<file path="config.mk">
export PLATFORM = sky130hd
export DESIGN_NAME = variable_width_adpcm_decoder
export DESIGN_NICKNAME = d
export VERILOG_FILES = /design/src/rtl/vwad_pkg.sv /design/src/rtl/variable_width_adpcm_decoder.sv /design/src/rtl/vwad_decode.sv /design/src/rtl/vwad_emit.sv
export VERILOG_INCLUDE_DIRS = /design/src /design/src/rtl
export SDC_FILE = /design/constraint.sdc
export NUM_CORES = 1
export LEC_CHECK = 0
export ABC_CLOCK_PERIOD_IN_PS = 16500
export BUFFER_PORTS_ARGS = -buffer_cell sky130_fd_sc_hd__buf_4
export CORE_UTILIZATION = 30
export CTS_CLUSTER_SIZE = 12
export DETAILED_ROUTE_END_ITERATION = 8
export HOLD_SLACK_MARGIN = 0.05
export PLACE_DENSITY_LB_ADDON = 0.1
export SLEW_MARGIN = 20
export SYNTH_ARGS = -nofsm -noshare
export SYNTH_HDL_FRONTEND = slang
export SYNTH_SLANG_ARGS = --single-unit
export TNS_END_PERCENT = 30
</file>
<file path="constraint.sdc">
create_clock -name clk_i -period 16.5 [get_ports clk_i]
set_clock_uncertainty 0.15 [all_clocks]
set_input_delay 1.65 -clock clk_i [delete_from_list [all_inputs] [get_ports clk_i]]
set_output_delay 1.65 -clock clk_i [all_outputs]
set_load 0.01 [all_outputs]
</file>
<file path="src/rtl/variable_width_adpcm_decoder_defines.svh">
// Assertion macros shared by the ADPCM decoder RTL.
`ifndef VARIABLE_WIDTH_ADPCM_DECODER_DEFINES_SVH
`define VARIABLE_WIDTH_ADPCM_DECODER_DEFINES_SVH

// Same-cycle implication, sampled on clk_i, off during reset.
`define VWAD_ASSERT_IMP(label, ante, cons) \
  label: assert property (@(posedge clk_i) disable iff (!rst_ni) (ante) |-> (cons)) \
    else $error("assertion failed");

// Next-cycle implication, sampled on clk_i, off during reset.
`define VWAD_ASSERT_NXT(label, ante, cons) \
  label: assert property (@(posedge clk_i) disable iff (!rst_ni) (ante) |=> (cons)) \
    else $error("assertion failed");

`endif

</file>
<file path="src/rtl/vwad_pkg.sv">
// Types, constants and tables of the variable-width ADPCM decoder.
package vwad_pkg;

  localparam int NumChannels = 2;
  localparam int LastStep    = 88;

  typedef enum logic {
    FuncHeader = 1'b0,
    FuncCode   = 1'b1
  } func_e;

  typedef enum logic [1:0] {
    CfgCodeBits     = 2'd0,
    CfgChannelCount = 2'd1,
    CfgGranularity  = 2'd2
  } cfg_idx_e;

  typedef struct packed {
    func_e              func;
    logic               channel;
    logic [4:0]         code;
    logic signed [15:0] initial_predictor;
    logic [5:0]         initial_index;
  } in_word_t;

  typedef struct packed {
    logic signed [15:0] sample;
    logic               sample_channel;
    logic               last;
  } out_word_t;

  // Effective configuration after clamping.
  typedef struct packed {
    logic [2:0] nb;       // 2..5
    logic       dual;     // two channels
    logic [3:0] repeats;  // samples that follow a frame
  } cfg_t;

  // Decoded item handed to the output sequencer.
  typedef struct packed {
    logic signed [15:0] sample;
    logic               channel;
    logic               last;
    logic [3:0]         repeats;
    logic               dual;
    logic signed [15:0] snap0;
    logic signed [15:0] snap1;
  } frame_t;

  function automatic logic [14:0] step_size(input logic [6:0] idx);
    logic [14:0] s;
    unique case (idx)
      7'd0: s = 15'd7;      7'd1: s = 15'd8;      7'd2: s = 15'd9;      7'd3: s = 15'd10;
      7'd4: s = 15'd11;     7'd5: s = 15'd12;     7'd6: s = 15'd13;     7'd7: s = 15'd14;
      7'd8: s = 15'd16;     7'd9: s = 15'd17;     7'd10: s = 15'd19;    7'd11: s = 15'd21;
      7'd12: s = 15'd23;    7'd13: s = 15'd25;    7'd14: s = 15'd28;    7'd15: s = 15'd31;
      7'd16: s = 15'd34;    7'd17: s = 15'd37;    7'd18: s = 15'd41;    7'd19: s = 15'd45;
      7'd20: s = 15'd50;    7'd21: s = 15'd55;    7'd22: s = 15'd60;    7'd23: s = 15'd66;
      7'd24: s = 15'd73;    7'd25: s = 15'd80;    7'd26: s = 15'd88;    7'd27: s = 15'd97;
      7'd28: s = 15'd107;   7'd29: s = 15'd118;   7'd30: s = 15'd130;   7'd31: s = 15'd143;
      7'd32: s = 15'd157;   7'd33: s = 15'd173;   7'd34: s = 15'd190;   7'd35: s = 15'd209;
      7'd36: s = 15'd230;   7'd37: s = 15'd253;   7'd38: s = 15'd279;   7'd39: s = 15'd307;
      7'd40: s = 15'd337;   7'd41: s = 15'd371;   7'd42: s = 15'd408;   7'd43: s = 15'd449;
      7'd44: s = 15'd494;   7'd45: s = 15'd544;   7'd46: s = 15'd598;   7'd47: s = 15'd658;
      7'd48: s = 15'd724;   7'd49: s = 15'd796;   7'd50: s = 15'd876;   7'd51: s = 15'd963;
      7'd52: s = 15'd1060;  7'd53: s = 15'd1166;  7'd54: s = 15'd1282;  7'd55: s = 15'd1411;
      7'd56: s = 15'd1552;  7'd57: s = 15'd1707;  7'd58: s = 15'd1878;  7'd59: s = 15'd2066;
      7'd60: s = 15'd2272;  7'd61: s = 15'd2499;  7'd62: s = 15'd2749;  7'd63: s = 15'd3024;
      7'd64: s = 15'd3327;  7'd65: s = 15'd3660;  7'd66: s = 15'd4026;  7'd67: s = 15'd4428;
      7'd68: s = 15'd4871;  7'd69: s = 15'd5358;  7'd70: s = 15'd5894;  7'd71: s = 15'd6484;
      7'd72: s = 15'd7132;  7'd73: s = 15'd7845;  7'd74: s = 15'd8630;  7'd75: s = 15'd9493;
      7'd76: s = 15'd10442; 7'd77: s = 15'd11487; 7'd78: s = 15'd12635; 7'd79: s = 15'd13899;
      7'd80: s = 15'd15289; 7'd81: s = 15'd16818; 7'd82: s = 15'd18500; 7'd83: s = 15'd20350;
      7'd84: s = 15'd22385; 7'd85: s = 15'd24623; 7'd86: s = 15'd27086; 7'd87: s = 15'd29794;
      default: s = 15'd32767;
    endcase
    return s;
  endfunction

  // Index move; sel is code width minus two, mag the magnitude bits.
  function automatic logic signed [5:0] idx_adjust(input logic [1:0] sel,
                                                   input logic [3:0] mag);
    logic signed [5:0] a;
    a = -6'sd1;
    unique case (sel)
      2'd0: if (mag[0]) a = 6'sd2;
      2'd1: if (mag[1]) a = mag[0] ? 6'sd4 : 6'sd2;
      2'd2: begin
        if (mag[2]) begin
          case (mag[1:0])
            2'd0: a = 6'sd2;
            2'd1: a = 6'sd4;
            2'd2: a = 6'sd6;
            default: a = 6'sd8;
          endcase
        end
      end
      default: begin
        if (mag[3]) begin
          case (mag[2:0])
            3'd0: a = 6'sd1;
            3'd1: a = 6'sd2;
            3'd2: a = 6'sd4;
            3'd3: a = 6'sd6;
            3'd4: a = 6'sd8;
            3'd5: a = 6'sd10;
            3'd6: a = 6'sd13;
            default: a = 6'sd16;
          endcase
        end
      end
    endcase
    return a;
  endfunction

endpackage

</file>
<file path="src/rtl/variable_width_adpcm_decoder.sv">
// Top level of the variable-width ADPCM decoder.
//
//  channel   handshake             word           direction
//  --------  --------------------  -------------  ---------
//  input     in_valid_i/in_ready_o  in_word_i      in
//  output    out_valid_o/out_ready_i out_word_o    out
//  config    cfg_we_i               cfg_index_i/cfg_wdata_i  in
//
// An input word is registered, decoded combinationally and lands in the result
// register: one word a cycle unless the output stalls or repeats are pending.
// A word that ends a frame adds 2*granularity-channels repeats, one a cycle
// from a snapshot of both predictors; the input register holds one more word.
// Reset clears both channels' predictor and step index and loads 4-bit codes,
// mono, granularity 1. Output stalls hold the result and back up the input.
module variable_width_adpcm_decoder import vwad_pkg::*; (
  input  logic      clk_i,
  input  logic      rst_ni,
  input  logic      in_valid_i,
  output logic      in_ready_o,
  input  in_word_t  in_word_i,
  output logic      out_valid_o,
  input  logic      out_ready_i,
  output out_word_t out_word_o,
  input  logic      cfg_we_i,
  input  logic [1:0] cfg_index_i,
  input  logic [3:0] cfg_wdata_i
);

  logic [2:0] code_bits_q;
  logic [1:0] channel_count_q;
  logic [3:0] granularity_q;

  cfg_t       cfg;
  logic [3:0] gran;
  logic [1:0] chans;
  logic [4:0] rep_full;

  logic       frame_valid;
  logic       emit_ready;
  frame_t     frame;

  // Register writes; unknown indexes drop.
  always_ff @(posedge clk_i or negedge rst_ni) begin
    if (!rst_ni) begin
      code_bits_q     <= 3'd4;
      channel_count_q <= 2'd1;
      granularity_q   <= 4'd1;
    end else if (cfg_we_i) begin
      unique case (cfg_index_i)
        CfgCodeBits:     code_bits_q     <= cfg_wdata_i[2:0];
        CfgChannelCount: channel_count_q <= cfg_wdata_i[1:0];
        CfgGranularity:  granularity_q   <= cfg_wdata_i;
        default: ;
      endcase
    end
  end

  // Clamp the registers into their working ranges.
  always_comb begin
    if (code_bits_q < 3'd2) cfg.nb = 3'd2;
    else if (code_bits_q > 3'd5) cfg.nb = 3'd5;
    else cfg.nb = code_bits_q;

    chans    = (channel_count_q >= 2'd2) ? 2'd2 : 2'd1;
    cfg.dual = (chans == 2'd2);

    if (granularity_q == 4'd0) gran = 4'd1;
    else if (granularity_q > 4'd8) gran = 4'd8;
    else gran = granularity_q;

    rep_full    = {gran, 1'b0} - {3'b000, chans};
    cfg.repeats = rep_full[3:0];
  end

  vwad_decode u_decode (
    .clk_i         (clk_i),
    .rst_ni        (rst_ni),
    .in_valid_i    (in_valid_i),
    .in_ready_o    (in_ready_o),
    .in_word_i     (in_word_i),
    .cfg_i         (cfg),
    .emit_ready_i  (emit_ready),
    .frame_valid_o (frame_valid),
    .frame_o       (frame)
  );

  vwad_emit u_emit (
    .clk_i         (clk_i),
    .rst_ni        (rst_ni),
    .frame_valid_i (frame_valid),
    .ready_o       (emit_ready),
    .frame_i       (frame),
    .out_valid_o   (out_valid_o),
    .out_ready_i   (out_ready_i),
    .out_word_o    (out_word_o)
  );

endmodule

</file>
<file path="src/rtl/vwad_decode.sv">
// Input register, per-channel state and the one-pass ADPCM decode.
`include "variable_width_adpcm_decoder_defines.svh"

module vwad_decode import vwad_pkg::*; (
  input  logic     clk_i,
  input  logic     rst_ni,
  input  logic     in_valid_i,
  output logic     in_ready_o,
  input  in_word_t in_word_i,
  input  cfg_t     cfg_i,
  input  logic     emit_ready_i,
  output logic     frame_valid_o,
  output frame_t   frame_o
);

  logic               in_valid_q;
  in_word_t           in_q;
  logic signed [15:0] pred_q [NumChannels];
  logic [6:0]         idx_q  [NumChannels];

  logic               ch;
  logic signed [15:0] cur_pred;
  logic [6:0]         si;
  logic [14:0]        step;
  logic               sign;
  logic [3:0]         mag;
  logic signed [5:0]  adj;
  logic signed [7:0]  ni;
  logic [16:0]        diff;
  logic signed [17:0] psum;
  logic signed [15:0] pred_d;
  logic [6:0]         idx_d;
  logic               ends_frame;
  logic               advance;

  assign advance       = in_valid_q && emit_ready_i;
  assign in_ready_o    = !in_valid_q || emit_ready_i;
  assign frame_valid_o = in_valid_q;
  assign ch            = in_q.channel;
  assign cur_pred      = pred_q[ch];

  always_comb begin
    int sh;
    si   = (idx_q[ch] > 7'(LastStep)) ? 7'(LastStep) : idx_q[ch];
    step = step_size(si);
    sign = in_q.code[cfg_i.nb - 3'd1];
    mag  = '0;
    for (int b = 0; b < 4; b++) begin
      if (b < int'(cfg_i.nb) - 1) mag[b] = in_q.code[b];
    end
    adj = idx_adjust(2'(cfg_i.nb - 3'd2), mag);
    ni  = $signed({1'b0, si}) + 8'(adj);

    // Sum shifted step copies for each set magnitude bit.
    diff = {2'b00, step} >> (cfg_i.nb - 3'd1);
    for (int b = 0; b < 4; b++) begin
      sh = int'(cfg_i.nb) - 2 - b;
      if (sh >= 0 && mag[b]) diff = diff + ({2'b00, step} >> sh);
    end
    psum = sign ? ({{2{cur_pred[15]}}, cur_pred} - $signed({1'b0, diff}))
                : ({{2{cur_pred[15]}}, cur_pred} + $signed({1'b0, diff}));

    if (in_q.func == FuncHeader) begin
      pred_d = in_q.initial_predictor;
      idx_d  = {1'b0, in_q.initial_index};
    end else begin
      if (psum < -18'sd32768) pred_d = -16'sd32768;
      else if (psum > 18'sd32767) pred_d = 16'sd32767;
      else pred_d = psum[15:0];
      if (ni < 8'sd0) idx_d = 7'd0;
      else if (ni > 8'(LastStep)) idx_d = 7'(LastStep);
      else idx_d = ni[6:0];
    end
  end

  assign ends_frame = cfg_i.dual ? ch : !ch;

  always_comb begin
    frame_o.sample  = pred_d;
    frame_o.channel = ch;
    frame_o.repeats = ends_frame ? cfg_i.repeats : 4'd0;
    frame_o.last    = !(ends_frame && (cfg_i.repeats != 4'd0));
    frame_o.dual    = cfg_i.dual;
    frame_o.snap0   = ch ? pred_q[0] : pred_d;
    frame_o.snap1   = ch ? pred_d : pred_q[1];
  end

  always_ff @(posedge clk_i or negedge rst_ni) begin
    if (!rst_ni) begin
      in_valid_q <= 1'b0;
    end else if (in_ready_o) begin
      in_valid_q <= in_valid_i;
    end
  end

  always_ff @(posedge clk_i) begin
    if (in_valid_i && in_ready_o) begin
      in_q <= in_word_i;
    end
  end

  // Commit the channel state as the item leaves.
  always_ff @(posedge clk_i or negedge rst_ni) begin
    if (!rst_ni) begin
      for (int c = 0; c < NumChannels; c++) begin
        pred_q[c] <= '0;
        idx_q[c]  <= '0;
      end
    end else if (advance) begin
      pred_q[ch] <= pred_d;
      idx_q[ch]  <= idx_d;
    end
  end

  `VWAD_ASSERT_IMP(a_idx_range, 1'b1, idx_q[0] <= 7'(LastStep) && idx_q[1] <= 7'(LastStep))
  `VWAD_ASSERT_NXT(a_stall_hold, in_valid_q && !emit_ready_i, in_valid_q)
  `VWAD_ASSERT_NXT(a_state_hold, !advance, $stable(pred_q[0]) && $stable(pred_q[1]))

endmodule

</file>
<file path="src/rtl/vwad_emit.sv">
// Result register and repeat sequencer for frame upsampling.
`include "variable_width_adpcm_decoder_defines.svh"

module vwad_emit import vwad_pkg::*; (
  input  logic      clk_i,
  input  logic      rst_ni,
  input  logic      frame_valid_i,
  output logic      ready_o,
  input  frame_t    frame_i,
  output logic      out_valid_o,
  input  logic      out_ready_i,
  output out_word_t out_word_o
);

  logic               valid_q;
  logic signed [15:0] sample_q;
  logic               chan_q;
  logic               last_q;
  logic [3:0]         rem_q;
  logic               k_q;
  logic               dual_q;
  logic signed [15:0] snap_q [NumChannels];
  logic               load;
  logic               step;

  assign ready_o = !valid_q || (out_ready_i && last_q);
  assign load    = frame_valid_i && ready_o;
  assign step    = valid_q && out_ready_i && !last_q;

  assign out_valid_o               = valid_q;
  assign out_word_o.sample         = sample_q;
  assign out_word_o.sample_channel = chan_q;
  assign out_word_o.last           = last_q;

  always_ff @(posedge clk_i or negedge rst_ni) begin
    if (!rst_ni) begin
      valid_q   <= 1'b0;
      sample_q  <= '0;
      chan_q    <= 1'b0;
      last_q    <= 1'b1;
      rem_q     <= '0;
      k_q       <= 1'b0;
      dual_q    <= 1'b0;
      snap_q[0] <= '0;
      snap_q[1] <= '0;
    end else if (load) begin
      valid_q   <= 1'b1;
      sample_q  <= frame_i.sample;
      chan_q    <= frame_i.channel;
      last_q    <= frame_i.last;
      rem_q     <= frame_i.repeats;
      k_q       <= 1'b0;
      dual_q    <= frame_i.dual;
      snap_q[0] <= frame_i.snap0;
      snap_q[1] <= frame_i.snap1;
    end else if (step) begin
      sample_q <= snap_q[k_q];
      chan_q   <= k_q;
      last_q   <= (rem_q == 4'd1);
      rem_q    <= rem_q - 4'd1;
      k_q      <= dual_q ? !k_q : 1'b0;
    end else if (valid_q && out_ready_i) begin
      valid_q <= 1'b0;
    end
  end

  `VWAD_ASSERT_IMP(a_last_rem, valid_q, last_q == (rem_q == 4'd0))
  `VWAD_ASSERT_NXT(a_repeat_follows, step, valid_q)
  `VWAD_ASSERT_NXT(a_mono_channel, step && !dual_q, out_word_o.sample_channel == 1'b0)

endmodule
</file>
# ---- After elaboration in Yosys (flattened, before gate mapping)
# Memory sizes are Yosys's and may differ from the RTL's.
# Cells that the tools add are included.
dict set report op_classes {
  add_sub_neg 16
  order_cmp 21
  eq_ne 15
  shifts 5
  mux 64
  bitwise_logic 2
  n_reduce_logical 31
}
# cell n
set ops {}
lappend ops {{16-bit two-way mux} 14}
lappend ops {{32-bit by 1-bit greater-or-equal comparator with 1-bit output, second input constant} 4}
lappend ops {{15-bit by 32-bit >> shifter with 17-bit output} 4}
lappend ops {{17-bit adder} 4}
lappend ops {{17-bit two-way mux} 4}
lappend ops {{3-bit by 32-bit less-than comparator with 1-bit output, first input constant} 2}
lappend ops {{32-bit by 3-bit subtractor with 32-bit output, second input constant} 2}
lappend ops {{7-bit two-way mux} 8}
lappend ops {{5-bit case mux with 7 select lines} 1}
lappend ops {{32-bit bitwise mux} 1}
lappend ops {{1-bit by 32-bit less-than comparator with 1-bit output, first input constant} 1}
lappend ops {{2-bit by 32-bit less-than comparator with 1-bit output, first input constant} 1}
lappend ops {{32-bit by 2-bit subtractor with 32-bit output, second input constant} 1}
lappend ops {{6-bit two-way mux} 4}
lappend ops {{18-bit by 17-bit adder with 18-bit output} 1}
lappend ops {{18-bit by 16-bit greater-than comparator with 1-bit output, second input constant} 1}
lappend ops {{18-bit by 16-bit less-than comparator with 1-bit output, second input constant} 1}
lappend ops {{18-bit two-way mux} 1}
lappend ops {{6-bit case mux with 3 select lines} 1}
lappend ops {{18-bit by 17-bit subtractor with 18-bit output} 1}
lappend ops {{15-bit by 3-bit >> shifter with 17-bit output} 1}
lappend ops {{16-bit demux with 1-bit select} 1}
lappend ops {{1-bit two-way mux} 16}
lappend ops {{3-bit two-way mux} 5}
lappend ops {{39 further kinds} 74}
dict set report totals {
  register_bits 142
  romBits 1920
  inputBits 40
  wordCells 177
  n_memories 1
}
# memory words width read_ports rd_ports_with_merged_regs write_ports line
set mem_list {}
lappend mem_list {{(no name shown)} 128 15 1 0 0 vwad_pkg.sv:52} ;# unique case (idx)

# ---- Longest topological paths before layout
# Gate-level depths: netlist of the first run.
# An unclocked memory read counts as a cell.
dict set report depth {
  depth_word 23
  ltp_mapped 70
  depth_no_buf 64
}

# ---- By module
# Synthesis of the first run repeated with hierarchy kept, for this count alone.
dict set report hier_totals {
  hier_cells 2232
  hier_area_um2 17356.6
}
# module instances cells_each area_each_um2 seq_area_each_um2
set modules_own_cells {}
lappend modules_own_cells {vwad_decode 1 2009 14392.6 2047.0}
lappend modules_own_cells {vwad_emit 1 184 2524.9 1427.6}
lappend modules_own_cells {variable_width_adpcm_decoder 1 39 439.2 202.7}

# ---- Worst setup path before layout of the first run
# OpenSTA, ideal clock, no wires.
dict set report synth_timing {
  kind {flip-flop to flip-flop}
  startpoint {reg u_decode.in_q (netlist bit u_decode.ch)}
  endpoint {reg u_decode.pred_q[11] (netlist name)}
  setup_time_ns 0.096
  t_arrival_ns 13.238
  slack_ns 3.016
  stages_incl_launch_ff 65
  path_buffers 6
  cell_sequence {edfxtp_1 > buf_4 > mux2i_2 > a211oi_4 > buf_2 > buf_6 > buf_4 > nor2_1 > ha_1 > clkbuf_1 > inv_1 > a2111oi_0 > a211oi_1 > a2111oi_0 > o22ai_1 > mux2_2 > nand2_1 > o21ai_0 > [... 29 more ...] > nand3_1 > or4b_1 > or3b_1 > or3_1 > o21ai_0 > xnor2_1 > ha_1 > and3_1 > nand3_1 > or3_1 > and3_1 > nor3_1 > nor2_1 > a221oi_1 > nor3b_2 > buf_4 > nor3b_1 > o31ai_1}
}
dict set report synth_between {
  elab_chain_len 23
  elab_cells_between_ends 37
  cone_classes {add/sub: 6; order compare: 5; shift: 5; mux: 18; bitwise: 1; reduce/logical: 1; memory: 1}
}
# element line
set synth_lines {}
lappend synth_lines {{start, declared} vwad_decode.sv:17} ;# in_word_t in_q;
lappend synth_lines {{start signal, assigned} vwad_decode.sv:98} ;# in_q <= in_word_i;
lappend synth_lines {{1-bit inverter with 2-bit output (not written as such) (*)} {vwad_decode.sv:40, vwad_decode.sv:44, vwad_decode.sv:110}}
lappend synth_lines {{7-bit two-way mux (not written as such) (3 in series)} vwad_decode.sv:44} ;# si = (idx_q[ch] > 7'(LastStep)) ? 7'(LastStep) : idx_q[ch];
lappend synth_lines {{7-bit greater-than comparator} vwad_decode.sv:44}
lappend synth_lines {{7-bit two-way mux} vwad_decode.sv:44}
lappend synth_lines {{memory read 128 x 15 bit} n/a}
lappend synth_lines {{15-bit by 32-bit >> shifter with 17-bit output / 15-bit by 3-bit >> shifter with 17-bit output (equally long branches)} {vwad_decode.sv:58, vwad_decode.sv:55}}
lappend synth_lines {{17-bit adder} vwad_decode.sv:58} ;# if (sh >= 0 && mag[b]) diff = diff + ({2'b00, step} >> sh);
lappend synth_lines {{17-bit two-way mux} vwad_decode.sv:58}
lappend synth_lines {{[... 5 more ...]} n/a}
lappend synth_lines {{17-bit two-way mux} vwad_decode.sv:58}
lappend synth_lines {{18-bit by 17-bit adder with 18-bit output / 18-bit by 17-bit subtractor with 18-bit output (equally long branches)} {vwad_decode.sv:61, vwad_decode.sv:60}}
lappend synth_lines {{18-bit two-way mux} vwad_decode.sv:60} ;# psum = sign ? ({{2{cur_pred[15]}}, cur_pred} - $signed({1'b0, diff}))
lappend synth_lines {{18-bit by 16-bit greater-than comparator with 1-bit output} vwad_decode.sv:68} ;# else if (psum > 18'sd32767) pred_d = 16'sd32767;
lappend synth_lines {{16-bit two-way mux} vwad_decode.sv:68}
lappend synth_lines {{16-bit two-way mux} vwad_decode.sv:67} ;# if (psum < -18'sd32768) pred_d = -16'sd32768;
lappend synth_lines {{16-bit two-way mux} vwad_decode.sv:63} ;# if (in_q.func == FuncHeader) begin
lappend synth_lines {{32-bit bitwise mux (*)} vwad_decode.sv:110} ;# pred_q[ch] <= pred_d;
lappend synth_lines {{end signal, assigned by index} vwad_decode.sv:110}
lappend synth_lines {{end, declared} vwad_decode.sv:18} ;# logic signed [15:0] pred_q [NumChannels];
# Mark *: on every way between the ends. The rest lies on a longest branch, timed or not. The select of a mux whose other input is x is not followed.
# A chain may end at the register's enable or synchronous reset.

# ---- Worst setup path after layout of the first run
dict set report layout_timing {
  startpoint {reg u_decode.in_q (netlist bit u_decode.ch)}
  endpoint {reg u_emit.sample_q[1]}
}
dict set report layout_between {
  elab_chain_len 23
  elab_cells_between_ends 32
  cone_classes {add/sub: 6; order compare: 3; shift: 5; mux: 16; bitwise: 1; memory: 1}
}
# element line
set layout_lines {}
lappend layout_lines {{1-bit inverter with 2-bit output (not written as such) (*)} {vwad_decode.sv:40, vwad_decode.sv:44}}
lappend layout_lines {{7-bit two-way mux (not written as such) (3 in series)} vwad_decode.sv:44}
lappend layout_lines {{7-bit greater-than comparator} vwad_decode.sv:44}
lappend layout_lines {{7-bit two-way mux} vwad_decode.sv:44}
lappend layout_lines {{memory read 128 x 15 bit} n/a}
lappend layout_lines {{15-bit by 32-bit >> shifter with 17-bit output / 15-bit by 3-bit >> shifter with 17-bit output (equally long branches)} {vwad_decode.sv:58, vwad_decode.sv:55}}
lappend layout_lines {{17-bit adder} vwad_decode.sv:58}
lappend layout_lines {{17-bit two-way mux} vwad_decode.sv:58}
lappend layout_lines {{[... 5 more ...]} n/a}
lappend layout_lines {{17-bit two-way mux} vwad_decode.sv:58}
lappend layout_lines {{18-bit by 17-bit adder with 18-bit output / 18-bit by 17-bit subtractor with 18-bit output (equally long branches)} {vwad_decode.sv:61, vwad_decode.sv:60}}
lappend layout_lines {{18-bit two-way mux (*)} vwad_decode.sv:60}
lappend layout_lines {{18-bit by 16-bit greater-than comparator with 1-bit output} vwad_decode.sv:68}
lappend layout_lines {{16-bit two-way mux} vwad_decode.sv:68}
lappend layout_lines {{16-bit two-way mux (*)} vwad_decode.sv:67}
lappend layout_lines {{16-bit two-way mux (*)} vwad_decode.sv:63}
lappend layout_lines {{16-bit two-way mux (*)} vwad_emit.sv:46} ;# end else if (load) begin
lappend layout_lines {{end signal, assigned} vwad_emit.sv:48} ;# sample_q <= frame_i.sample;
lappend layout_lines {{end signal, assigned} vwad_emit.sv:57} ;# sample_q <= snap_q[k_q];
lappend layout_lines {{end, declared} vwad_emit.sv:16} ;# logic signed [15:0] sample_q;
# Marks and branches as above.

==> results of run 1 <==
worst paths after layout:
path	endpoint	depth (start not counted)
min reg2reg	u_decode.pred_q[7]	2
max reg2reg	u_emit.sample_q[1]	57
max in group asynchronous	u_decode.idx_q[4]	2
min	u_decode.pred_q[7]	2
min in group asynchronous	u_decode.pred_q[29]	1
max	u_emit.sample_q[1]	57
flip-flops by register name, indices dropped and copies added (netlist names):
signal	count
channel_count_q	1
u_emit.sample_q	16
u_decode.in_q	28
u_decode.pred_q	32
u_emit.dual_q	1
u_decode.ch	1
u_emit.chan_q	1
u_emit.last_q	1
u_emit.k_q	1
u_decode.idx_q	14
u_decode.frame_valid_o	1
code_bits_q	3
u_emit.rem_q	4
granularity_q	4
u_emit.out_valid_o	1
cells in the mapped netlist, types with 14 or more instances:
library cell,n
sky130_fd_sc_hd__o21a_1,23
sky130_fd_sc_hd__o221ai_1,23
sky130_fd_sc_hd__nand3_1,46
sky130_fd_sc_hd__mux2i_1,45
sky130_fd_sc_hd__inv_1,72
sky130_fd_sc_hd__a311oi_1,14
sky130_fd_sc_hd__xnor2_1,46
sky130_fd_sc_hd__or3_1,19
sky130_fd_sc_hd__nor4_1,17
sky130_fd_sc_hd__dfrtp_1,77
sky130_fd_sc_hd__nand2b_1,26
sky130_fd_sc_hd__o21ai_0,132
sky130_fd_sc_hd__a211oi_1,27
sky130_fd_sc_hd__nand4_1,18
sky130_fd_sc_hd__nor2_1,226
sky130_fd_sc_hd__a31oi_1,25
sky130_fd_sc_hd__mux2_2,44
sky130_fd_sc_hd__o211ai_1,31
sky130_fd_sc_hd__or2_2,18
sky130_fd_sc_hd__clkbuf_1,85
sky130_fd_sc_hd__nor3_1,42
sky130_fd_sc_hd__o31ai_1,36
sky130_fd_sc_hd__buf_2,23
sky130_fd_sc_hd__o22ai_1,25
sky130_fd_sc_hd__nand2_1,214
sky130_fd_sc_hd__xor2_1,40
sky130_fd_sc_hd__edfxtp_1,29
sky130_fd_sc_hd__a21o_1,25
sky130_fd_sc_hd__nor2b_1,28
sky130_fd_sc_hd__and2_1,26
sky130_fd_sc_hd__ha_1,116
sky130_fd_sc_hd__a21oi_1,142
sky130_fd_sc_hd__and3_1,25
logic make-up after synthesis:
kind of cell               count (synthesis)
and+or+nand+nor                          749
AOI/OAI and AO/OA                        683
buffers and inverters                    203
adders and majority gates                126
DFF                                      109
muxes                                     94
xor gates and xnor gates                  86
tightest hold or removal path, delay by kind of cell (launching register included):
family | cells | cell delay, ns
simple gates | 1 | 0.05
flops | 1 | 0.36
compound gates | 1 | 0.06
metrics by stage:
| stage | hold slack (ns) | instances | utilization [%] |
|---|---|---|---|
| 4_1_cts | 0.359 | 2727 | 33.6 |
| 6_report | 0.356 | 2730 | 33.7 |
| 2_1_floorplan | 0.300 | 2050 | - |
| 3_3_place_gp | 0.335 | 2711 | 32.9 |
| 5_1_grt | 0.383 | 2730 | 33.7 |
| 3_5_place_dp | 0.338 | 2711 | 32.9 |
routing by layer:
| metal | vias to the layer above | GRT usage [%] |
|---|---|---|
| met1 | 8124 | 34.2 |
| met2 | 684 | 40.3 |
| li1 | 7676 | - |
| met3 | 147 | 3.42 |
| met4 | 0 | 8.98 |
| met5 | - | 0 |
timing repair:
| item | 4_1_cts | 5_1_grt |
|---|---|---|
| endpoints found under the setup margin | 0 | 48 |
| setup buffers | 0 | 3 |
| resized for setup | 0 | 15 |
final cells by class:
type	count	area [um2]	area share, %
Clock buffer	10	239	1.41
Clock inverter	6	92.6	0.545
Inverter	74	278	1.64
Sequential cell	109	2880	17.0
Tap cell	672	841	4.95
Multi-Input combinational cell	1738	11700	69.1
Timing Repair Buffer	121	908	5.35
==> results_tabular.tex, run 1 <==
\begin{tabular}{lr}
\hline
Metric & Value \\
\hline
\multicolumn{2}{l}{\textbf{Clocking}} \\
\quad Max Root-Sink Buffers & 2 \\
\quad CTS sink count & around 110 \\
\quad H-tree levels & 3 \\
\quad CTS buffer count & 9 \\
\quad Root Buffer Master & sky130\_fd\_sc\_hd\_\_clkbuf\_16 \\
\quad Post-CTS Hold Buffers & 0 \\
\quad Clock tree from TritonCTS & done \\
\quad Clock latency at the later pin of the worst-skew pair & between 0.3 and 0.4 ns \\
\quad Clock transition at the registers of the reported paths & 0.08 ns \\
\multicolumn{2}{l}{\textbf{Layout}} \\
\quad Net count of the finished layout & roughly 2200 \\
\quad Most used cells in the layout excluding fill and tap cells & 224 x sky130\_fd\_sc\_hd\_\_nor2\_1, 213 x sky130\_fd\_sc\_hd\_\_nand2\_1, 142 x sky130\_fd\_sc\_hd\_\_a21oi\_1 \\
\quad Commonest non-fill, non-tap cell in the layout & sky130\_fd\_sc\_hd\_\_nor2\_1 \\
\quad Syn-to-layout area delta & 10.4\% \\
\quad Final Instance Area & between 15000 and 20000 um2 \\
\quad Final antenna diode count & 0 \\
\quad Fraction of layout cells with a size suffix above 1 & between 10\% and 20\% \\
\quad Fill cells & around 5400 \\
\multicolumn{2}{l}{\textbf{GRT}} \\
\quad Vias in the first global route & 15882 \\
\quad Maximum number of pins on one net before global-route repair & between 40 and 50 \\
\quad Combined global-route utilization of all metal layers & 25.1\% \\
\quad Total global routing overflow & 0 \\
\quad Initial antenna violation count & 0 \\
\quad Wire length of the first global-routing pass & 102000 um \\
\multicolumn{2}{l}{\textbf{Timing}} \\
\quad RSZ-0062 raised after global routing & no \\
\quad Maximum operating frequency & $\sim$0.065 GHz \\
\quad Count of pins over their slew limit & 0 \\
\quad Part of the cycle the worst path needs & 93.3\% \\
\quad Final Hold Fails & 0 \\
\quad Pin slew with the least headroom to its limit & 1.14 ns \\
\quad Final Setup Violations & 0 \\
\quad Clock period minus worst slack & 15.40 ns \\
\quad Final critical-path setup slack & $\sim$1.1 ns \\
\quad Aggregate negative setup slack & 0 ns \\
\quad Max-Slew Margin vs Limit & a little under a quarter \\
\multicolumn{2}{l}{\textbf{Yosys}} \\
\quad Main area contributors after synthesis & sky130\_fd\_sc\_hd\_\_dfrtp\_1 13\%, sky130\_fd\_sc\_hd\_\_ha\_1 9.4\%, sky130\_fd\_sc\_hd\_\_edfxtp\_1 5.7\% \\
\quad Top\_reg\_cell synth & sky130\_fd\_sc\_hd\_\_dfrtp\_1 \\
\quad Library cell with the largest summed area after synthesis & sky130\_fd\_sc\_hd\_\_dfrtp\_1 \\
\quad Synth Area in Adders & about a tenth \\
\quad Post-Syn Area & 15400 um2 \\
\quad Fraction of post-synthesis cell area in the top cell type by area & 12.5\% \\
\quad Synthesized area divided by synthesized cell count & between 7 and 8 um2 \\
\quad Fraction of synthesized cell area in xor and xnor cells & slightly below 5\% \\
\quad Fraction of synthesis flops using an asynchronous set or reset pin & between 70\% and 80\% \\
\quad Register area share after synthesis & 18.7\% \\
\quad Cells after synthesis & a little over 2000 \\
\quad Number of synthesized register bits & roughly 110 \\
\quad Yosys cell types & a little under 100 \\
\quad Post-synth EDFFs & 29 \\
\quad Number of warnings printed during yosys synthesis & 0 \\
\quad Compound-gate portion of the synthesized area & between 30 and 40\% \\
\quad Post-synth net total & between 2000 and 2500 \\
\quad Portion of netlist area occupied by mux cells & around 6.8\% \\
\quad Simple-Gate Fraction of Synth Area & between 20\% and 30\% \\
\quad Combinational family with the most area after synthesis & compound AO/OA/AOI/OAI gates \\
\multicolumn{2}{l}{\textbf{Placed design}} \\
\quad Cell area after placement & about 17000 um2 \\
\quad Post-Place Setup Slack & 0.376 ns \\
\quad Detailed-placement wirelength estimate & 51600 um \\
\quad Placer's final routability congestion estimate & roughly 1 \\
\quad Port bufs & 59 \\
\multicolumn{2}{l}{\textbf{Worst setup path}} \\
\quad CP endpoint kind & register \\
\quad Max incr delay on CP & 0.65 ns \\
\quad R2r setup slk & approximately 1.1 ns \\
\quad Crit path launch type & register \\
\quad Arrival time of data at the critical path endpoint & roughly 16 ns \\
\quad Worst path slowest cell & sky130\_fd\_sc\_hd\_\_o21ai\_0 \\
\quad Worst path required time & approximately 17 ns \\
\quad Beginning of the critical path & u\_decode.ch \\
\quad Critical path buffers and inverters & 7 \\
\quad Class of the most critical setup path & register to register \\
\quad Largest delay share family, worst path & compound AO/OA/AOI/OAI gates \\
\quad Reg2reg start & u\_decode.ch \\
\quad Crit-path max FO & 26 \\
\multicolumn{2}{l}{\textbf{Floorplan}} \\
\quad Core Rows & 82 \\
\quad Die footprint & 52200 um2 \\
\quad Effective utilization at floorplan & between 30\% and 40\% \\
\quad Die Width & 228 um \\
\quad Area inside the core boundary & 50400 um2 \\
\quad Floorplan die height & around 230 um \\
\quad Number of I/O pins & 60 \\
\multicolumn{2}{l}{\textbf{Run}} \\
\quad Max-capacitance violation count & 0 \\
\multicolumn{2}{l}{\textbf{Outcome}} \\
\quad Status & finished, final reports clean \\
\multicolumn{2}{l}{\textbf{Detailed routing}} \\
\quad Routed wire length per instance & $\sim$24 um \\
\quad Routed vias/inst & approximately 6.1 \\
\quad Detailed Routing Iterations Pass 1 & 7 \\
\quad Final wirelength & around 67000 um \\
\quad Total length of routed met3 wires & 3950 um \\
\quad Routed length on met2 & between 30000 and 40000 um \\
\quad Antenna viol nets, final & 0 \\
\quad Number of DRC violations after detailed routing & 0 \\
\quad Top layer used by detailed routing & met4 \\
\quad Detailed-route via count & 16631 \\
\quad Wl on met1 & around 30000 um \\
\quad DRC violation total after the first TritonRoute iteration & $\sim$1800 \\
\multicolumn{2}{l}{\textbf{Hold path}} \\
\quad Worst hold path type & register to register \\
\quad Origin of the worst min-delay path & u\_decode.pred\_q[7] \\
\hline
\end{tabular}
Power of run 1 is left out: the tool's default activity adds up to more than one toggle a clock period on the data nets, which glitch-free logic cannot reach.
==> run 2: changes to the inputs <==
BUFFER_PORTS_ARGS = not set   (was -buffer_cell sky130_fd_sc_hd__buf_4)
DONT_BUFFER_PORTS = 1   (was not set)
HOLD_SLACK_MARGIN = 0.02   (was 0.05)
==> run 2 against run 1 <==
Net effect: cell area down 2.8%; non-clock buffer count down 61; global-route usage down 0.87 points; sequential share of layout area up 0.46 points; final cell count down 2.2%; critical path depth up 5; core utilization down 0.93 points; critical endpoint is now u_emit.sample_q[14]; highest routed layer is now met5.
==> results_tabular.tex, run 2 (synthesized netlist as in run 1, its figures left out) <==
\begin{tabular}{lr}
\hline
Metric & Value \\
\hline
\multicolumn{2}{l}{\textbf{Floorplan}} \\
\quad Effective utilization at floorplan & 30.5\% \\
\quad Area inside the core boundary & between 50000 and 60000 um2 \\
\quad Die footprint & 52200 um2 \\
\quad Floorplan die height & approximately 230 um \\
\quad Core Rows & between 80 and 90 \\
\quad Number of I/O pins & 60 \\
\quad Die Width & $\sim$230 um \\
\multicolumn{2}{l}{\textbf{Timing}} \\
\quad Part of the cycle the worst path needs & between 90 and 100\% \\
\quad Clock period minus worst slack & 15.69 ns \\
\quad Final Hold Fails & 0 \\
\quad Final Setup Violations & 0 \\
\quad Aggregate negative setup slack & 0 ns \\
\quad Count of pins over their slew limit & 0 \\
\quad Maximum operating frequency & 0.0637 GHz \\
\quad Max-Slew Margin vs Limit & around 17\% \\
\quad Pin slew with the least headroom to its limit & between 1 and 1.5 ns \\
\quad Final critical-path setup slack & approximately 0.8 ns \\
\quad RSZ-0062 raised after global routing & no \\
\multicolumn{2}{l}{\textbf{Detailed routing}} \\
\quad DRC violation total after the first TritonRoute iteration & around 1600 \\
\quad Number of DRC violations after detailed routing & 0 \\
\quad Antenna viol nets, final & 0 \\
\quad Routed vias/inst & 6.08 \\
\quad Routed wire length per instance & roughly 24 um \\
\quad Detailed-route via count & between 15000 and 20000 \\
\quad Detailed Routing Iterations Pass 1 & 6 \\
\quad Final wirelength & between 60000 and 70000 um \\
\multicolumn{2}{l}{\textbf{Worst setup path}} \\
\quad Crit-path max FO & 14 \\
\quad Class of the most critical setup path & register to register \\
\quad Max incr delay on CP & between 0.5 and 0.6 ns \\
\quad Worst path required time & around 17 ns \\
\quad Crit path launch type & register \\
\quad Beginning of the critical path & u\_decode.ch \\
\quad Reg-to-reg endpoint & u\_emit.sample\_q[14] \\
\quad Cell repeated most along the worst path & sky130\_fd\_sc\_hd\_\_buf\_4 \\
\quad CP endpoint kind & register \\
\quad FF-to-FF path depth & between 60 and 70 \\
\quad Worst path slowest cell & sky130\_fd\_sc\_hd\_\_edfxtp\_1 \\
\quad Reg2reg start & u\_decode.ch \\
\quad R2r setup slk & 0.81 ns \\
\quad Arrival time of data at the critical path endpoint & roughly 16 ns \\
\multicolumn{2}{l}{\textbf{GRT}} \\
\quad Vias in the first global route & 15724 \\
\quad Total global routing overflow & 0 \\
\quad Maximum number of pins on one net before global-route repair & roughly 80 \\
\quad Wire length of the first global-routing pass & roughly 98000 um \\
\quad Combined global-route utilization of all metal layers & 24.2\% \\
\quad Initial antenna violation count & 2 \\
\multicolumn{2}{l}{\textbf{Placed design}} \\
\quad Placer's final routability congestion estimate & just under 1 \\
\quad Detailed-placement wirelength estimate & around 50000 um \\
\quad Post-Place Setup Slack & 0.575 ns \\
\quad Port bufs & 0 \\
\multicolumn{2}{l}{\textbf{Hold path}} \\
\quad Origin of the worst min-delay path & u\_decode.in\_q[13] \\
\quad Worst hold path type & register to register \\
\quad Worst Hold Endpoint & u\_emit.sample\_q[7] \\
\quad Cell count of the worst hold path & 2 \\
\multicolumn{2}{l}{\textbf{Clocking}} \\
\quad H-tree levels & 3 \\
\quad Max Root-Sink Buffers & 2 \\
\quad Clock tree from TritonCTS & done \\
\quad CTS buffer count & 9 \\
\quad Clock latency at the later pin of the worst-skew pair & 0.38 ns \\
\quad CTS sink count & 109 \\
\quad Post-CTS Hold Buffers & 0 \\
\quad Clock transition at the registers of the reported paths & 0.08 ns \\
\quad Root Buffer Master & sky130\_fd\_sc\_hd\_\_clkbuf\_16 \\
\multicolumn{2}{l}{\textbf{Layout}} \\
\quad Number of flip-flops under the largest register name & 32 \\
\quad Register with the highest flop count & u\_decode.pred\_q \\
\quad Syn-to-layout area delta & 7.34\% \\
\quad Most used cells in the layout excluding fill and tap cells & 225 x sky130\_fd\_sc\_hd\_\_nor2\_1, 214 x sky130\_fd\_sc\_hd\_\_nand2\_1, 142 x sky130\_fd\_sc\_hd\_\_a21oi\_1 \\
\quad Final antenna diode count & 0 \\
\quad Fraction of layout cells with a size suffix above 1 & under 10\% \\
\quad Commonest non-fill, non-tap cell in the layout & sky130\_fd\_sc\_hd\_\_nor2\_1 \\
\quad Net count of the finished layout & around 2200 \\
\quad Biggest registers after layout & u\_decode.pred\_q (32), u\_decode.in\_q (28), u\_emit.sample\_q (16) \\
\multicolumn{2}{l}{\textbf{Run}} \\
\quad Max-capacitance violation count & 0 \\
\multicolumn{2}{l}{\textbf{Outcome}} \\
\quad Status & finished, final reports clean \\
\hline
\end{tabular}
==> run 2: routing by layer <==
layer	part of all wire, %	wire length [um]	vias to the layer above	global-route usage [%]
li1	-	-	7545	-
met1	44	28800	7860	32.4
met2	45	29300	672	39.5
met3	6.2	3990	155	2.96
met4	4.3	2760	2	9.63
met5	0.020	13	-	0
==> run 2: worst max-delay path: cells and delay by family, from the launching register on <==
family | cells | cell delay, ns
and+or+nand+nor | 23 | 4.65
xor gates and xnor gates | 4 | 0.57
AOI/OAI and AO/OA | 20 | 5.59
muxes | 1 | 0.45
DFF | 1 | 0.52
buffers and inverters | 8 | 1.59
adders and majority gates | 6 | 2.07
==> run 2: repair_timing <==
action | in CTS | in global routing
gates resized for setup | 0 | 10
setup buffers | 0 | 1
setup endpoints to repair | 0 | 48
==> run 2: cell type report <==
| cell class | instances | area, um2 |
|---|---|---|
| clock inverters | 5 | 75.1 |
| clock buffers | 11 | 253 |
| multi-input cells | 1738 | 11700 |
| repair buffers | 60 | 450 |
| flip-flops and latches | 109 | 2880 |
| well taps | 672 | 841 |
| fillers | 5438 | 33900 |
| inverters | 74 | 278 |
==> run 2: worst max path at each step <==
stage	slack [ns]	endpoint	depth (start not counted)
6_report	0.81	u_emit.sample_q[14]	62
5_1_grt	0.01	u_emit.sample_q[7]	63
4_1_cts	0.53	u_emit.sample_q[14]	58
3_5_place_dp	0.57	u_decode.pred_q[21]	57
3_3_place_gp	0.68	u_decode.pred_q[22]	57
2_1_floorplan	3.02	u_decode.pred_q[11]	64
==> run 2: per-stage QoR <==
step	cells	hold WS, ns	area (um2)	utilization (%)
4_1_cts	2668	0.357	16500	32.7
3_3_place_gp	2652	0.332	16100	32.0
6_report	2669	0.355	16500	32.8
2_1_floorplan	2050	0.300	15400	-
5_1_grt	2669	0.386	16500	32.8
3_5_place_dp	2652	0.338	16100	32.0
Power of run 2 is left out for the same reason.
==> run 3: changes to the inputs <==
REMOVE_ABC_BUFFERS = 1   (was not set)
SLEW_MARGIN = 15   (was 20)
SYNTH_HIERARCHICAL = 1   (was not set)
==> run 3 against run 2 <==
Net effect: global-route usage down 2.0 points; hold slack better by 0.00085 ns; via count up 3.9%; critical path depth up 4.
==> results_tabular.tex, run 3 <==
\begin{tabular}{lr}
\hline
Metric & Value \\
\hline
\multicolumn{2}{l}{\textbf{Yosys}} \\
\quad Library cell with the largest summed area after synthesis & sky130\_fd\_sc\_hd\_\_dfrtp\_1 \\
\quad Main area contributors after synthesis & sky130\_fd\_sc\_hd\_\_dfrtp\_1 16\%, sky130\_fd\_sc\_hd\_\_ha\_1 8.0\%, sky130\_fd\_sc\_hd\_\_nand2\_1 5.6\% \\
\quad Post-Syn Area & between 15000 and 20000 um2 \\
\quad Library cell with the highest instance count after synthesis & sky130\_fd\_sc\_hd\_\_nand2\_1 \\
\quad Fraction of post-synthesis cell area in the top cell type by area & around 16\% \\
\quad Top\_reg\_cell synth & sky130\_fd\_sc\_hd\_\_dfrtp\_1 \\
\quad Number of warnings printed during yosys synthesis & 6 \\
\quad List of most frequent post-synthesis cells & 259 x sky130\_fd\_sc\_hd\_\_nand2\_1, 215 x sky130\_fd\_sc\_hd\_\_nor2\_1, 165 x sky130\_fd\_sc\_hd\_\_a21oi\_1 \\
\quad Synthesized area divided by synthesized cell count & 7.78 um2 \\
\quad Post-synth EDFFs & 29 \\
\quad Fraction of synthesis flops using an asynchronous set or reset pin & 79.4\% \\
\quad Number of synthesized register bits & about 140 \\
\quad Cells after synthesis & approximately 2200 \\
\quad Yosys cell types & about 110 \\
\quad Register area share after synthesis & a little over a fifth \\
\multicolumn{2}{l}{\textbf{Clocking}} \\
\quad Clock transition at the registers of the reported paths & approximately 0.07 ns \\
\quad CTS buffer count & 17 \\
\quad Clock tree from TritonCTS & done \\
\quad Post-CTS Hold Buffers & 0 \\
\quad Gates resized, CTS repair & 0 \\
\quad Setup fix buffers added after clock tree synthesis & 0 \\
\quad CTS sink count & roughly 140 \\
\quad Clock latency at the later pin of the worst-skew pair & approximately 0.44 ns \\
\quad H-tree levels & 4 \\
\quad Root Buffer Master & sky130\_fd\_sc\_hd\_\_clkbuf\_16 \\
\quad Max Root-Sink Buffers & 2 \\
\multicolumn{2}{l}{\textbf{Hold path}} \\
\quad Origin of the worst min-delay path & u\_emit/snap\_q[22] \\
\quad Worst Hold Endpoint & u\_emit/snap\_q[22] \\
\quad Worst hold path type & register to register \\
\quad Cell count of the worst hold path & 1 \\
\multicolumn{2}{l}{\textbf{Worst setup path}} \\
\quad Largest delay share family, worst path & compound AO/OA/AOI/OAI gates \\
\quad Cell repeated most along the worst path & sky130\_fd\_sc\_hd\_\_nor2\_1 \\
\quad Worst path required time & 16.66 ns \\
\quad FF-to-FF path depth & 66 \\
\quad Max incr delay on CP & 0.88 ns \\
\quad Reg2reg start & u\_decode/ch \\
\quad R2r setup slk & 1.18 ns \\
\quad Beginning of the critical path & u\_decode/ch \\
\quad Worst path slowest cell & sky130\_fd\_sc\_hd\_\_a2111oi\_0 \\
\quad CP endpoint kind & register \\
\quad Reg-to-reg endpoint & u\_emit/sample\_q[0] \\
\quad Critical path buffers and inverters & 4 \\
\quad Crit-path max FO & 54 \\
\quad Crit path launch type & register \\
\quad Arrival time of data at the critical path endpoint & $\sim$15 ns \\
\quad Class of the most critical setup path & register to register \\
\multicolumn{2}{l}{\textbf{Detailed routing}} \\
\quad DRC violation total after the first TritonRoute iteration & approximately 1400 \\
\quad Antenna viol nets, final & 0 \\
\quad Final wirelength & around 66000 um \\
\quad Number of DRC violations after detailed routing & 0 \\
\quad Routed wire length per instance & approximately 23 um \\
\quad Detailed Routing Iterations Pass 1 & 5 \\
\quad Detailed-route via count & roughly 17000 \\
\quad Routed vias/inst & a little under 6 \\
\multicolumn{2}{l}{\textbf{GRT}} \\
\quad Combined global-route utilization of all metal layers & approximately 22\% \\
\quad Total global routing overflow & 0 \\
\quad Maximum number of pins on one net before global-route repair & roughly 110 \\
\quad Vias in the first global route & around 16000 \\
\quad Initial antenna violation count & 3 \\
\quad Wire length of the first global-routing pass & $\sim$100000 um \\
\multicolumn{2}{l}{\textbf{Placed design}} \\
\quad Cell area after placement & about 18000 um2 \\
\quad Placer's final routability congestion estimate & about 0.94 \\
\quad Port bufs & 0 \\
\quad Detailed-placement wirelength estimate & a little under 50000 um \\
\multicolumn{2}{l}{\textbf{Floorplan}} \\
\quad Die footprint & slightly below 60000 um2 \\
\quad Core Rows & 87 \\
\quad Effective utilization at floorplan & between 30\% and 40\% \\
\quad Area inside the core boundary & approximately 57000 um2 \\
\quad Floorplan die height & 243 um \\
\quad Number of I/O pins & 60 \\
\quad Die Width & 243 um \\
\multicolumn{2}{l}{\textbf{Timing}} \\
\quad Final Hold Fails & 0 \\
\quad Pin slew with the least headroom to its limit & about 1.1 ns \\
\quad Final Setup Violations & 0 \\
\quad Part of the cycle the worst path needs & between 90\% and 100\% \\
\quad Max-Slew Margin vs Limit & a little over a quarter \\
\quad Maximum operating frequency & 0.0653 GHz \\
\quad Final worst hold slack & $\sim$0.36 ns \\
\quad Clock period minus worst slack & $\sim$15 ns \\
\quad RSZ-0062 raised after global routing & no \\
\quad Count of pins over their slew limit & 0 \\
\multicolumn{2}{l}{\textbf{Layout}} \\
\quad Final Instance Area & between 15000 and 20000 um2 \\
\quad Fraction of layout cells with a size suffix above 1 & between 10\% and 20\% \\
\quad Commonest non-fill, non-tap cell in the layout & sky130\_fd\_sc\_hd\_\_nand2\_1 \\
\quad Fill cells & about 6100 \\
\quad Biggest registers after layout & u\_decode/pred\_q (32), u\_emit/snap\_q (32), u\_decode/in\_q (28) \\
\quad Net count of the finished layout & between 2000 and 2500 \\
\quad Most used cells in the layout excluding fill and tap cells & 258 x sky130\_fd\_sc\_hd\_\_nand2\_1, 213 x sky130\_fd\_sc\_hd\_\_nor2\_1, 165 x sky130\_fd\_sc\_hd\_\_a21oi\_1 \\
\quad Syn-to-layout area delta & 7.11\% \\
\multicolumn{2}{l}{\textbf{Run}} \\
\quad Max-capacitance violation count & 0 \\
\multicolumn{2}{l}{\textbf{Outcome}} \\
\quad Status & finished, final reports clean \\
\hline
\end{tabular}
## run 3: cell count changes after synthesis, sizes merged, moves of 14 or more
cell,previous run,this run
a21oi,142,167
o31ai,38,62
nor3,42,61
dfrtp,77,109
mux2,44,73
a21boi,9,26
nand2,214,259
a21o,25,39
o21ai,142,184
o221ai,23,9
a221o,4,23
## run 3: kinds of logic after synthesis
family	share of synthesized area [%]
multiplexers	8.03
flip-flops	21.2
adder cells (fa/ha/maj)	9.10
XOR/XNOR	4.51
AND/OR/NAND/NOR	21.2
buffers and inverters	5.90
AO/OA/AOI/OAI	30.0
## run 3: routing by layer
| metal | vias to the layer above | part of all wire, % | GRT usage (%) |
|---|---|---|---|
| met5 | - | 0.027 | 0 |
| met4 | 2 | 2.3 | 6.42 |
| met3 | 85 | 4.7 | 2.20 |
| met2 | 553 | 46 | 36.3 |
| met1 | 8138 | 47 | 31.0 |
| li1 | 8084 | - | - |
## run 3: area by class of cell
| class | instances | area (um2) | area share (%) |
|---|---|---|---|
| Antenna cell | 1 | 2.50 | 0.0135 |
| Clock buffer | 17 | 425 | 2.29 |
| Clock inverter | 15 | 168 | 0.902 |
| Inverter | 80 | 300 | 1.62 |
| Multi-Input combinational cell | 1861 | 12700 | 68.3 |
| Sequential cell | 141 | 3680 | 19.8 |
| Tap cell | 756 | 946 | 5.09 |
| Timing Repair Buffer | 47 | 365 | 1.97 |
## run 3: worst reg2reg max path: cells and delay by family, from the launching register on
kind            cells  cell delay [ns]
compound gates     28             7.17
simple gates       21             3.16
fa+ha+maj           6             2.09
buf+inv             4             1.04
xor+xnor            6             0.92
flops               1             0.55
mux                 1             0.16
## run 3: worst max path at each step
stage	endpoint	slack, ns	depth (start not counted)
floorplan	u_emit/sample_q[0]	-0.04	59
global placement	u_emit/sample_q[2]	1.33	62
detailed placement	u_emit/sample_q[2]	1.30	63
CTS	u_emit/sample_q[1]	1.21	63
global route	u_emit/sample_q[0]	0.04	67
finish	u_emit/sample_q[0]	1.18	66
## run 3: metrics by stage
stage	setup slack, ns	util, %	setup TNS [ns]	std cells
3_5_place_dp	1.30	31.6	0	2885
3_3_place_gp	1.33	31.6	0	2885
6_report	1.18	32.7	0	2918
5_1_grt	0.0393	32.7	0	2917
4_1_cts	1.21	32.7	0	2917
2_1_floorplan	-0.0389	-	-0.273	2082
Power of run 3 is left out for the same reason.
